### src/hw/rtl/utt_pkg.sv
// Shared types and constants for the UTF-8 to UTF-16 transcoder.
// No dependencies; used by utt_step, utt_out_buf, the top level and the testbench.
`timescale 1ns / 1ps

package utt_pkg;

   localparam int unsigned UNIT_W  = 16;
   localparam int unsigned ACCUM_W = 21;
   localparam int unsigned TOGO_W  = 3;

   localparam logic [UNIT_W-1:0]  QMARK        = 16'h003F;
   localparam logic [UNIT_W-1:0]  SURR_HI_BASE = 16'hD800;
   localparam logic [UNIT_W-1:0]  SURR_LO_BASE = 16'hDC00;
   localparam logic [ACCUM_W-1:0] SUPP_BASE    = 21'h010000;

   // Bytes still owed after each kind of lead byte.
   localparam logic [TOGO_W-1:0] TOGO_NONE  = 3'd0;
   localparam logic [TOGO_W-1:0] TOGO_TWO   = 3'd1;
   localparam logic [TOGO_W-1:0] TOGO_THREE = 3'd2;
   localparam logic [TOGO_W-1:0] TOGO_FOUR  = 3'd3;
   localparam logic [TOGO_W-1:0] TOGO_FIVE  = 3'd4;

   // One outgoing UTF-16 unit with its flags.
   typedef struct packed {
      logic [UNIT_W-1:0] code_unit;
      logic              last_of_run;
      logic              text_done;
   } unit_type;

   // Everything one input byte produces.
   typedef struct packed {
      logic [1:0] count;
      unit_type   first;
      unit_type   second;
   } step_result_type;

endpackage

### src/hw/rtl/utt_ifs.sv
// Valid/ready channel interfaces for the transcoder's request and result sides.
// No dependencies.
`timescale 1ns / 1ps

interface utt_req_if;
   logic       valid;
   logic       ready;
   logic [7:0] in_byte;
   logic       end_of_text;

   modport source (output valid, output in_byte, output end_of_text, input ready);
   modport sink   (input valid, input in_byte, input end_of_text, output ready);
endinterface

interface utt_rsp_if;
   logic        valid;
   logic        ready;
   logic [15:0] code_unit;
   logic        last_of_run;
   logic        text_done;

   modport source (output valid, output code_unit, output last_of_run, output text_done,
                   input ready);
   modport sink   (input valid, input code_unit, input last_of_run, input text_done,
                   output ready);
endinterface

### src/hw/rtl/utt_step.sv
// Decoder state and the per-byte step: sequence tracking and UTF-16 encoding.
// Depends on utt_pkg.
`timescale 1ns / 1ps

module utt_step (
   input  logic                       clock,
   input  logic                       reset,
   input  logic                       advance,
   input  logic [7:0]                 in_byte,
   input  logic                       end_of_text,
   output utt_pkg::step_result_type   result
);

   logic [utt_pkg::TOGO_W-1:0]  togo_ff, togo_in;
   logic [utt_pkg::ACCUM_W-1:0] accum_ff, accum_in;
   logic                        ok_ff, ok_in;

   logic [utt_pkg::TOGO_W-1:0]  togo_next;
   logic [utt_pkg::ACCUM_W-1:0] accum_next;
   logic [utt_pkg::ACCUM_W-1:0] cp_off;
   logic                        ok_next;
   logic                        is_cont;
   logic                        finish;
   logic [1:0]                  count;
   logic [utt_pkg::UNIT_W-1:0]  unit0;
   logic [utt_pkg::UNIT_W-1:0]  unit1;

   assign is_cont = (in_byte[7:6] == 2'b10);

   always_comb begin
      togo_next  = togo_ff;
      accum_next = accum_ff;
      ok_next    = ok_ff;
      finish     = 1'b0;
      count      = 2'd0;
      unit0      = utt_pkg::QMARK;
      unit1      = utt_pkg::QMARK;
      cp_off     = accum_ff - utt_pkg::SUPP_BASE;

      if (togo_ff == utt_pkg::TOGO_NONE) begin
         priority if (in_byte[7] == 1'b0) begin
            count = 2'd1;
            unit0 = {8'h00, in_byte};
         end else if (in_byte[7:6] == 2'b10) begin
            // stray continuation byte where a lead belongs
            count = 2'd1;
         end else if (in_byte[7:5] == 3'b110) begin
            togo_next  = utt_pkg::TOGO_TWO;
            accum_next = {16'd0, in_byte[4:0]};
            ok_next    = 1'b1;
         end else if (in_byte[7:4] == 4'b1110) begin
            togo_next  = utt_pkg::TOGO_THREE;
            accum_next = {17'd0, in_byte[3:0]};
            ok_next    = 1'b1;
         end else if (in_byte[7:3] == 5'b11110) begin
            togo_next  = utt_pkg::TOGO_FOUR;
            accum_next = {18'd0, in_byte[2:0]};
            ok_next    = 1'b1;
         end else begin
            togo_next  = utt_pkg::TOGO_FIVE;
            accum_next = '0;
            ok_next    = 1'b0;
         end
      end else begin
         accum_next = {accum_ff[utt_pkg::ACCUM_W-7:0], in_byte[5:0]};
         ok_next    = ok_ff & is_cont;
         togo_next  = togo_ff - 3'd1;
         finish     = (togo_next == utt_pkg::TOGO_NONE);
      end

      if (finish) begin
         cp_off = accum_next - utt_pkg::SUPP_BASE;
         priority if (!ok_next) begin
            count = 2'd1;
         end else if (accum_next[20:16] == 5'd0) begin
            count = 2'd1;
            unit0 = accum_next[15:0];
         end else begin
            count = 2'd2;
            unit0 = utt_pkg::SURR_HI_BASE + {5'd0, cp_off[20:10]};
            unit1 = utt_pkg::SURR_LO_BASE | {6'd0, cp_off[9:0]};
         end
         accum_next = '0;
         ok_next    = 1'b0;
      end

      // string ends inside an open sequence
      if (end_of_text && (togo_next != utt_pkg::TOGO_NONE)) begin
         count      = 2'd1;
         unit0      = utt_pkg::QMARK;
         togo_next  = utt_pkg::TOGO_NONE;
         accum_next = '0;
         ok_next    = 1'b0;
      end
   end

   always_comb begin
      togo_in  = togo_ff;
      accum_in = accum_ff;
      ok_in    = ok_ff;
      if (advance) begin
         togo_in  = togo_next;
         accum_in = accum_next;
         ok_in    = ok_next;
      end
   end

   always_ff @(posedge clock) begin
      if (reset) begin
         togo_ff  <= '0;
         accum_ff <= '0;
         ok_ff    <= 1'b0;
      end else begin
         togo_ff  <= togo_in;
         accum_ff <= accum_in;
         ok_ff    <= ok_in;
      end
   end

   always_comb begin
      result.count              = count;
      result.first.code_unit    = unit0;
      result.first.last_of_run  = (count == 2'd1);
      result.first.text_done    = (count == 2'd1) && end_of_text;
      result.second.code_unit   = unit1;
      result.second.last_of_run = 1'b1;
      result.second.text_done   = end_of_text;
   end

endmodule

### src/hw/rtl/utt_out_buf.sv
// Result register: holds up to two units from one request and drains one per cycle
// while rsp_ready is high. Depends on utt_pkg.
`timescale 1ns / 1ps

module utt_out_buf (
   input  logic                     clock,
   input  logic                     reset,
   input  logic                     load,
   input  utt_pkg::step_result_type result,
   input  logic                     rsp_ready,
   output logic                     rsp_valid,
   output utt_pkg::unit_type        rsp_unit,
   output logic                     can_load
);

   logic [1:0]        cnt_ff, cnt_in;
   utt_pkg::unit_type head_ff, head_in;
   utt_pkg::unit_type tail_ff, tail_in;
   logic              pop;

   assign rsp_valid = (cnt_ff != 2'd0);
   assign rsp_unit  = head_ff;
   assign pop       = rsp_valid && rsp_ready;
   // free once whatever is held leaves this cycle
   assign can_load  = (cnt_ff == 2'd0) || ((cnt_ff == 2'd1) && rsp_ready);

   always_comb begin
      cnt_in  = cnt_ff;
      head_in = head_ff;
      tail_in = tail_ff;
      if (load) begin
         cnt_in  = result.count;
         head_in = result.first;
         tail_in = result.second;
      end else if (pop) begin
         cnt_in  = cnt_ff - 2'd1;
         head_in = tail_ff;
      end
   end

   always_ff @(posedge clock) begin
      if (reset) begin
         cnt_ff <= '0;
      end else begin
         cnt_ff <= cnt_in;
      end
      head_ff <= head_in;
      tail_ff <= tail_in;
   end

endmodule

### src/hw/rtl/utf8_to_utf16_transcoder_unit.sv
// Top level of the UTF-8 to UTF-16 transcoder.
// Depends on utt_pkg, utt_ifs, utt_step and utt_out_buf.
`timescale 1ns / 1ps

// Takes one UTF-8 byte per request and returns UTF-16 code units one per cycle
// while rsp.ready is high. A request is taken every cycle as long as the result
// register empties in that cycle; a byte that finishes a code point at or above
// 0x10000 yields a surrogate pair, and the next request waits until the second
// unit of the pair leaves. Results are registered and appear in the cycle after
// the request that causes them. A bad byte inside a sequence, a stray continuation
// byte, a five-byte lead or a cut-short end gives one '?' (0x3F); every request
// flagged end_of_text gives at least one unit, the last with text_done set.
module utf8_to_utf16_transcoder_unit (
   input  logic      clock,
   input  logic      reset,
   utt_req_if.sink   req,
   utt_rsp_if.source rsp
);

   utt_pkg::step_result_type step_result;
   utt_pkg::unit_type        rsp_unit;
   logic                     can_load;
   logic                     accept;

   // no request is taken while reset is held
   assign req.ready = can_load && !reset;
   assign accept    = req.valid && req.ready;

   utt_step u_step (
      .clock       (clock),
      .reset       (reset),
      .advance     (accept),
      .in_byte     (req.in_byte),
      .end_of_text (req.end_of_text),
      .result      (step_result)
   );

   utt_out_buf u_out_buf (
      .clock     (clock),
      .reset     (reset),
      .load      (accept),
      .result    (step_result),
      .rsp_ready (rsp.ready),
      .rsp_valid (rsp.valid),
      .rsp_unit  (rsp_unit),
      .can_load  (can_load)
   );

   assign rsp.code_unit   = rsp_unit.code_unit;
   assign rsp.last_of_run = rsp_unit.last_of_run;
   assign rsp.text_done   = rsp_unit.text_done;

endmodule

### src/flat_wrapper.sv
// flat-port wrapper written by rule: the top's interface ports become plain ports
module utf8_to_utf16_transcoder_unit_flat 
  (clock, reset, req_valid, req_in_byte, req_end_of_text, req_ready, rsp_valid, rsp_code_unit, rsp_last_of_run, rsp_text_done, rsp_ready);
  utt_req_if req_i ();
  utt_rsp_if rsp_i ();
  input  logic clock;
  input  logic reset;
  input wire logic [$bits(req_i.valid)-1:0] req_valid;
  input wire logic [$bits(req_i.in_byte)-1:0] req_in_byte;
  input wire logic [$bits(req_i.end_of_text)-1:0] req_end_of_text;
  output wire logic [$bits(req_i.ready)-1:0] req_ready;
  output wire logic [$bits(rsp_i.valid)-1:0] rsp_valid;
  output wire logic [$bits(rsp_i.code_unit)-1:0] rsp_code_unit;
  output wire logic [$bits(rsp_i.last_of_run)-1:0] rsp_last_of_run;
  output wire logic [$bits(rsp_i.text_done)-1:0] rsp_text_done;
  input wire logic [$bits(rsp_i.ready)-1:0] rsp_ready;
  assign req_i.valid = req_valid;
  assign req_i.in_byte = req_in_byte;
  assign req_i.end_of_text = req_end_of_text;
  assign req_ready = req_i.ready;
  assign rsp_valid = rsp_i.valid;
  assign rsp_code_unit = rsp_i.code_unit;
  assign rsp_last_of_run = rsp_i.last_of_run;
  assign rsp_text_done = rsp_i.text_done;
  assign rsp_i.ready = rsp_ready;
  utf8_to_utf16_transcoder_unit u_core (.clock(clock), .reset(reset), .req(req_i), .rsp(rsp_i));
endmodule
### config.mk
export PLATFORM = sky130hd
export DESIGN_NAME = utf8_to_utf16_transcoder_unit_flat
export DESIGN_NICKNAME = d
export VERILOG_FILES = /design/src/hw/rtl/utt_pkg.sv /design/src/hw/rtl/utt_ifs.sv /design/src/hw/rtl/utt_step.sv /design/src/hw/rtl/utt_out_buf.sv /design/src/hw/rtl/utf8_to_utf16_transcoder_unit.sv /design/src/flat_wrapper.sv
export SDC_FILE = /design/constraint.sdc
export NUM_CORES = 1
export LEC_CHECK = 0
export ABC_AREA = 1
export ABC_CLOCK_PERIOD_IN_PS = 3400
export CELL_PAD_IN_SITES_DETAIL_PLACEMENT = 0
export CELL_PAD_IN_SITES_GLOBAL_PLACEMENT = 1
export CORE_ASPECT_RATIO = 1.25
export CORE_MARGIN = 2
export CORE_UTILIZATION = 47
export CTS_CLUSTER_SIZE = 40
export DETAILED_ROUTE_END_ITERATION = 16
export DONT_BUFFER_PORTS = 1
export PLACE_DENSITY = 0.82
export SLEW_MARGIN = 40
export SYNTH_ARGS = -nofsm -noshare
export SYNTH_HDL_FRONTEND = slang
export SYNTH_SLANG_ARGS = --single-unit
### constraint.sdc
create_clock -name clock -period 3.4 [get_ports clock]
set_input_delay 0.51 -clock clock [delete_from_list [all_inputs] [get_ports clock]]
set_output_delay 0.51 -clock clock [all_outputs]
set_load 0.005 [all_outputs]
==> metrics.yaml <==
routing:
  drc: 0
  num_vias: 2575
  ant_nets: 0
  drt-pass1-iter-count: 5
  wirelength_um: 7370
  routedWlPerCell_um: 15.2
  vias_per_cell: 5.31
  first_iter_violations: 218
global_routing:
  antenna_found_initial: 0
  grt_pass1_wl_um: 12400
  grt.total_usage_pct: 21.7
  grt_pass1_vias: 2524
  grt_max_degree: 37
  grt_remaining_overflow: 0
hold_path:
  min_from: "reset"
  hold_depth: 1
  hp-class: "in2reg"
  hold_path_end: "u_core.u_step.accum_ff[1]"
yosys:
  synthTopCellsByArea: "edfxtp_1 (28%), dfxtp_1 (17%), nand2_1 (12%), nand3_1 (6.4%), a21oi_1 (4.4%)"
  synth_cell_types: 37
  synth_warnings: 0
  syn_nets: 416
  yosysSeqAreaShare_pct: 45.2
  synth_common_cells: "nand2_1 (101), nand3_1 (41), inv_1 (35), edfxtp_1 (30), a21oi_1 (28)"
  synth_seq_cells: 57
  async_reset_ff_share_pct: 0
  synthCells: 397
  netlist.area_leader.share_pct: 28.3
  synth_most_common_cell: "nand2_1"
  synth_ff_type: "edfxtp_1"
  syn_area_per_cell_um2: 8.03
  synth_area_um2: 3190
  synth_edf_count: 30
  yosys.area.top_type: "edfxtp_1"
sta:
  timing.fmax_ghz: 0.349
  setup_violations: 0
  fin_crit_sh_pct: 84.3
  tightest_slew_ns: 0.751
  slew_violations: 0
  post-route-min-period_ns: 2.87
  hold_violations: 0
  rsz0062_at_grt: "no"
  max_slew_margin_pct: 49.8
  clock_skew_ns: 0.0101
  tns_ns: 0
setup_path:
  critPathArrivalTime_ns: 2.96
  crit_fanout: 19
  r2r-end: "u_core.u_out_buf.rsp_unit[1]"
  worstPathRequired_ns: 3.49
  worstRegToRegCells: 16
  critPathLaunchType: "register"
  reg2reg_from: "u_core.u_step.togo_ff[0]"
  reg2reg_slack_ns: 0.53
  crit_type: "reg2reg"
  endpoint_kind: "register"
floorplan:
  row_count: 33
  io_pins: 33
  coreArea_um2: 6570
  die_w_um: 77.7
  floorplan.die_area_um2: 7460
  die_h_um: 96.1
  start_util_pct: 48.5
cts:
  clock_sinks: 57
  cts_hold_buf: 0
  cts.repair.resized: 0
  post_cts_buffers: 0
  h-tree-depth: 3
  cts_buffer_depth: 2
  cts_root_buffer: "clkbuf_8"
  clk_pin_slew_worst_paths_ns: 0.07
  insertion_delay_ns: 0.34
  numCtsBuffers: 9
  tritoncts: "done"
job:
  cap_viol_max_count: 0
layout:
  nets: 412
  diodes: 0
  syn2layout_area_growth_pct: 5.93
  layoutNonFillerInstCount: 485
  nFillCells: 645
  drive_above_1_share_pct: 13.3
  utilization_pct: 51.4
  regArea_um2: 1440
  multi_input_area_um2: 1460
placement:
  gp_congestion: 0.872
  place.port_buffers: 0
  dp.cells: 469
  dp_hpwl_um: 5220
power_and_ir_drop:
  p_leak_nw: 1.26
  p_per_area_nw_per_um2: 511
  ir_worst_vdd_mv: 0.249
run_status:
  outcome: "finished clean"
## through the flow
stage	setup WS, ns	hold WS, ns	total power, mW	area (um^2)
6_report	0.534	0.239	1.72	3380
5_1_grt	0.204	0.227	1.80	3380
4_1_cts	0.561	0.222	1.73	3380
3_5_place_dp	0.559	0.453	1.13	3190
3_3_place_gp	0.687	0.447	1.13	3190
2_1_floorplan	1.00	0.445	1.08	3190
## where the power goes
group	internal (mW)	leakage [nW]	switching, mW
Sequential	0.804	0.470	0.0243
Clock	0.330	0.0978	0.277
Combinational	0.0746	0.691	0.215
## metal layers
layer,vias to the layer above,routed length (um),GRT usage (%),part of all wire [%]
met5,-,0,0,0
met4,0,119,10.3,1.6
met3,11,272,3.38,3.7
met2,60,3690,37.1,50
met1,1196,3280,26.9,45
li1,1308,-,-,-
## worst max-delay path by stage
stage | end | cells after the start | startpoint
finish | u_core.u_out_buf.rsp_unit[1] | 16 | u_core.u_step.togo_ff[0]
global route | u_core.u_out_buf.rsp_unit[1] | 16 | u_core.u_step.togo_ff[0]
CTS | u_core.u_out_buf.rsp_unit[1] | 16 | u_core.u_step.togo_ff[0]
detailed placement | u_core.u_out_buf.rsp_unit[1] | 16 | u_core.u_step.togo_ff[0]
global placement | u_core.u_out_buf.rsp_unit[1] | 16 | u_core.u_step.togo_ff[0]
floorplan | u_core.u_out_buf.rsp_unit[2] | 15 | u_core.u_step.togo_ff[0]
## critical path, cell delays in order, from the launching register on
cell	delay (ns)
dfxtp_1	0.34
inv_1	0.10
ha_1	0.24
nand2_4	0.18
nor2_2	0.48
nand2_1	0.10
nand2_1	0.12
inv_1	0.05
ha_1	0.21
nand3_2	0.12
nor2_2	0.05
nand2_2	0.19
nand2_1	0.09
nand2_1	0.07
nand3_1	0.08
nor2_1	0.15
inv_1	0.05
## registers in the layout, indices dropped and copies added, names as in the netlist
register                   flops
u_core.u_step.ok_ff            1
u_core.u_out_buf.tail_ff      12
u_core.u_step.togo_ff          3
u_core.u_out_buf.cnt_ff        2
u_core.u_step.accum_ff        21
u_core.u_out_buf.rsp_unit     18
## placed cells by master, fill, tap and decap left out, types with 2 or more instances in the layout
cell type / instances
inv_2: 4
edfxtp_1: 30
o21ai_0: 10
nand3_1: 41
or2_1: 2
or2_2: 7
a22oi_1: 5
nand2_1: 101
buf_4: 4
inv_1: 35
o21ai_1: 10
clkinv_2: 3
nor2_1: 27
clkinv_1: 4
nand2_2: 3
nand3_2: 6
ha_1: 6
xor2_1: 2
nor2_2: 5
nand2_4: 3
a21oi_2: 2
nand3b_1: 8
dfxtp_1: 27
clkbuf_8: 9
nor2_4: 2
o22ai_1: 3
a21oi_1: 28
## cell families after synthesis
| family | synth area share [%] |
|---|---|
| simple gates | 31.3 |
| compound gates | 11.3 |
| flops | 45.2 |
| buf+inv | 9.07 |
| fa+ha+maj | 2.36 |
| xor+xnor | 0.825 |
## area by class of cell
cell class / count / area share, %
inverters: 41 / 4.56
well taps: 87 / 3.22
repair buffers: 4 / 0.890
clock inverters: 7 / 1.82
clock buffers: 9 / 3.67
flip-flops and latches: 57 / 42.7
multi-input cells: 280 / 43.1
(Power assumes the default switching activity.)
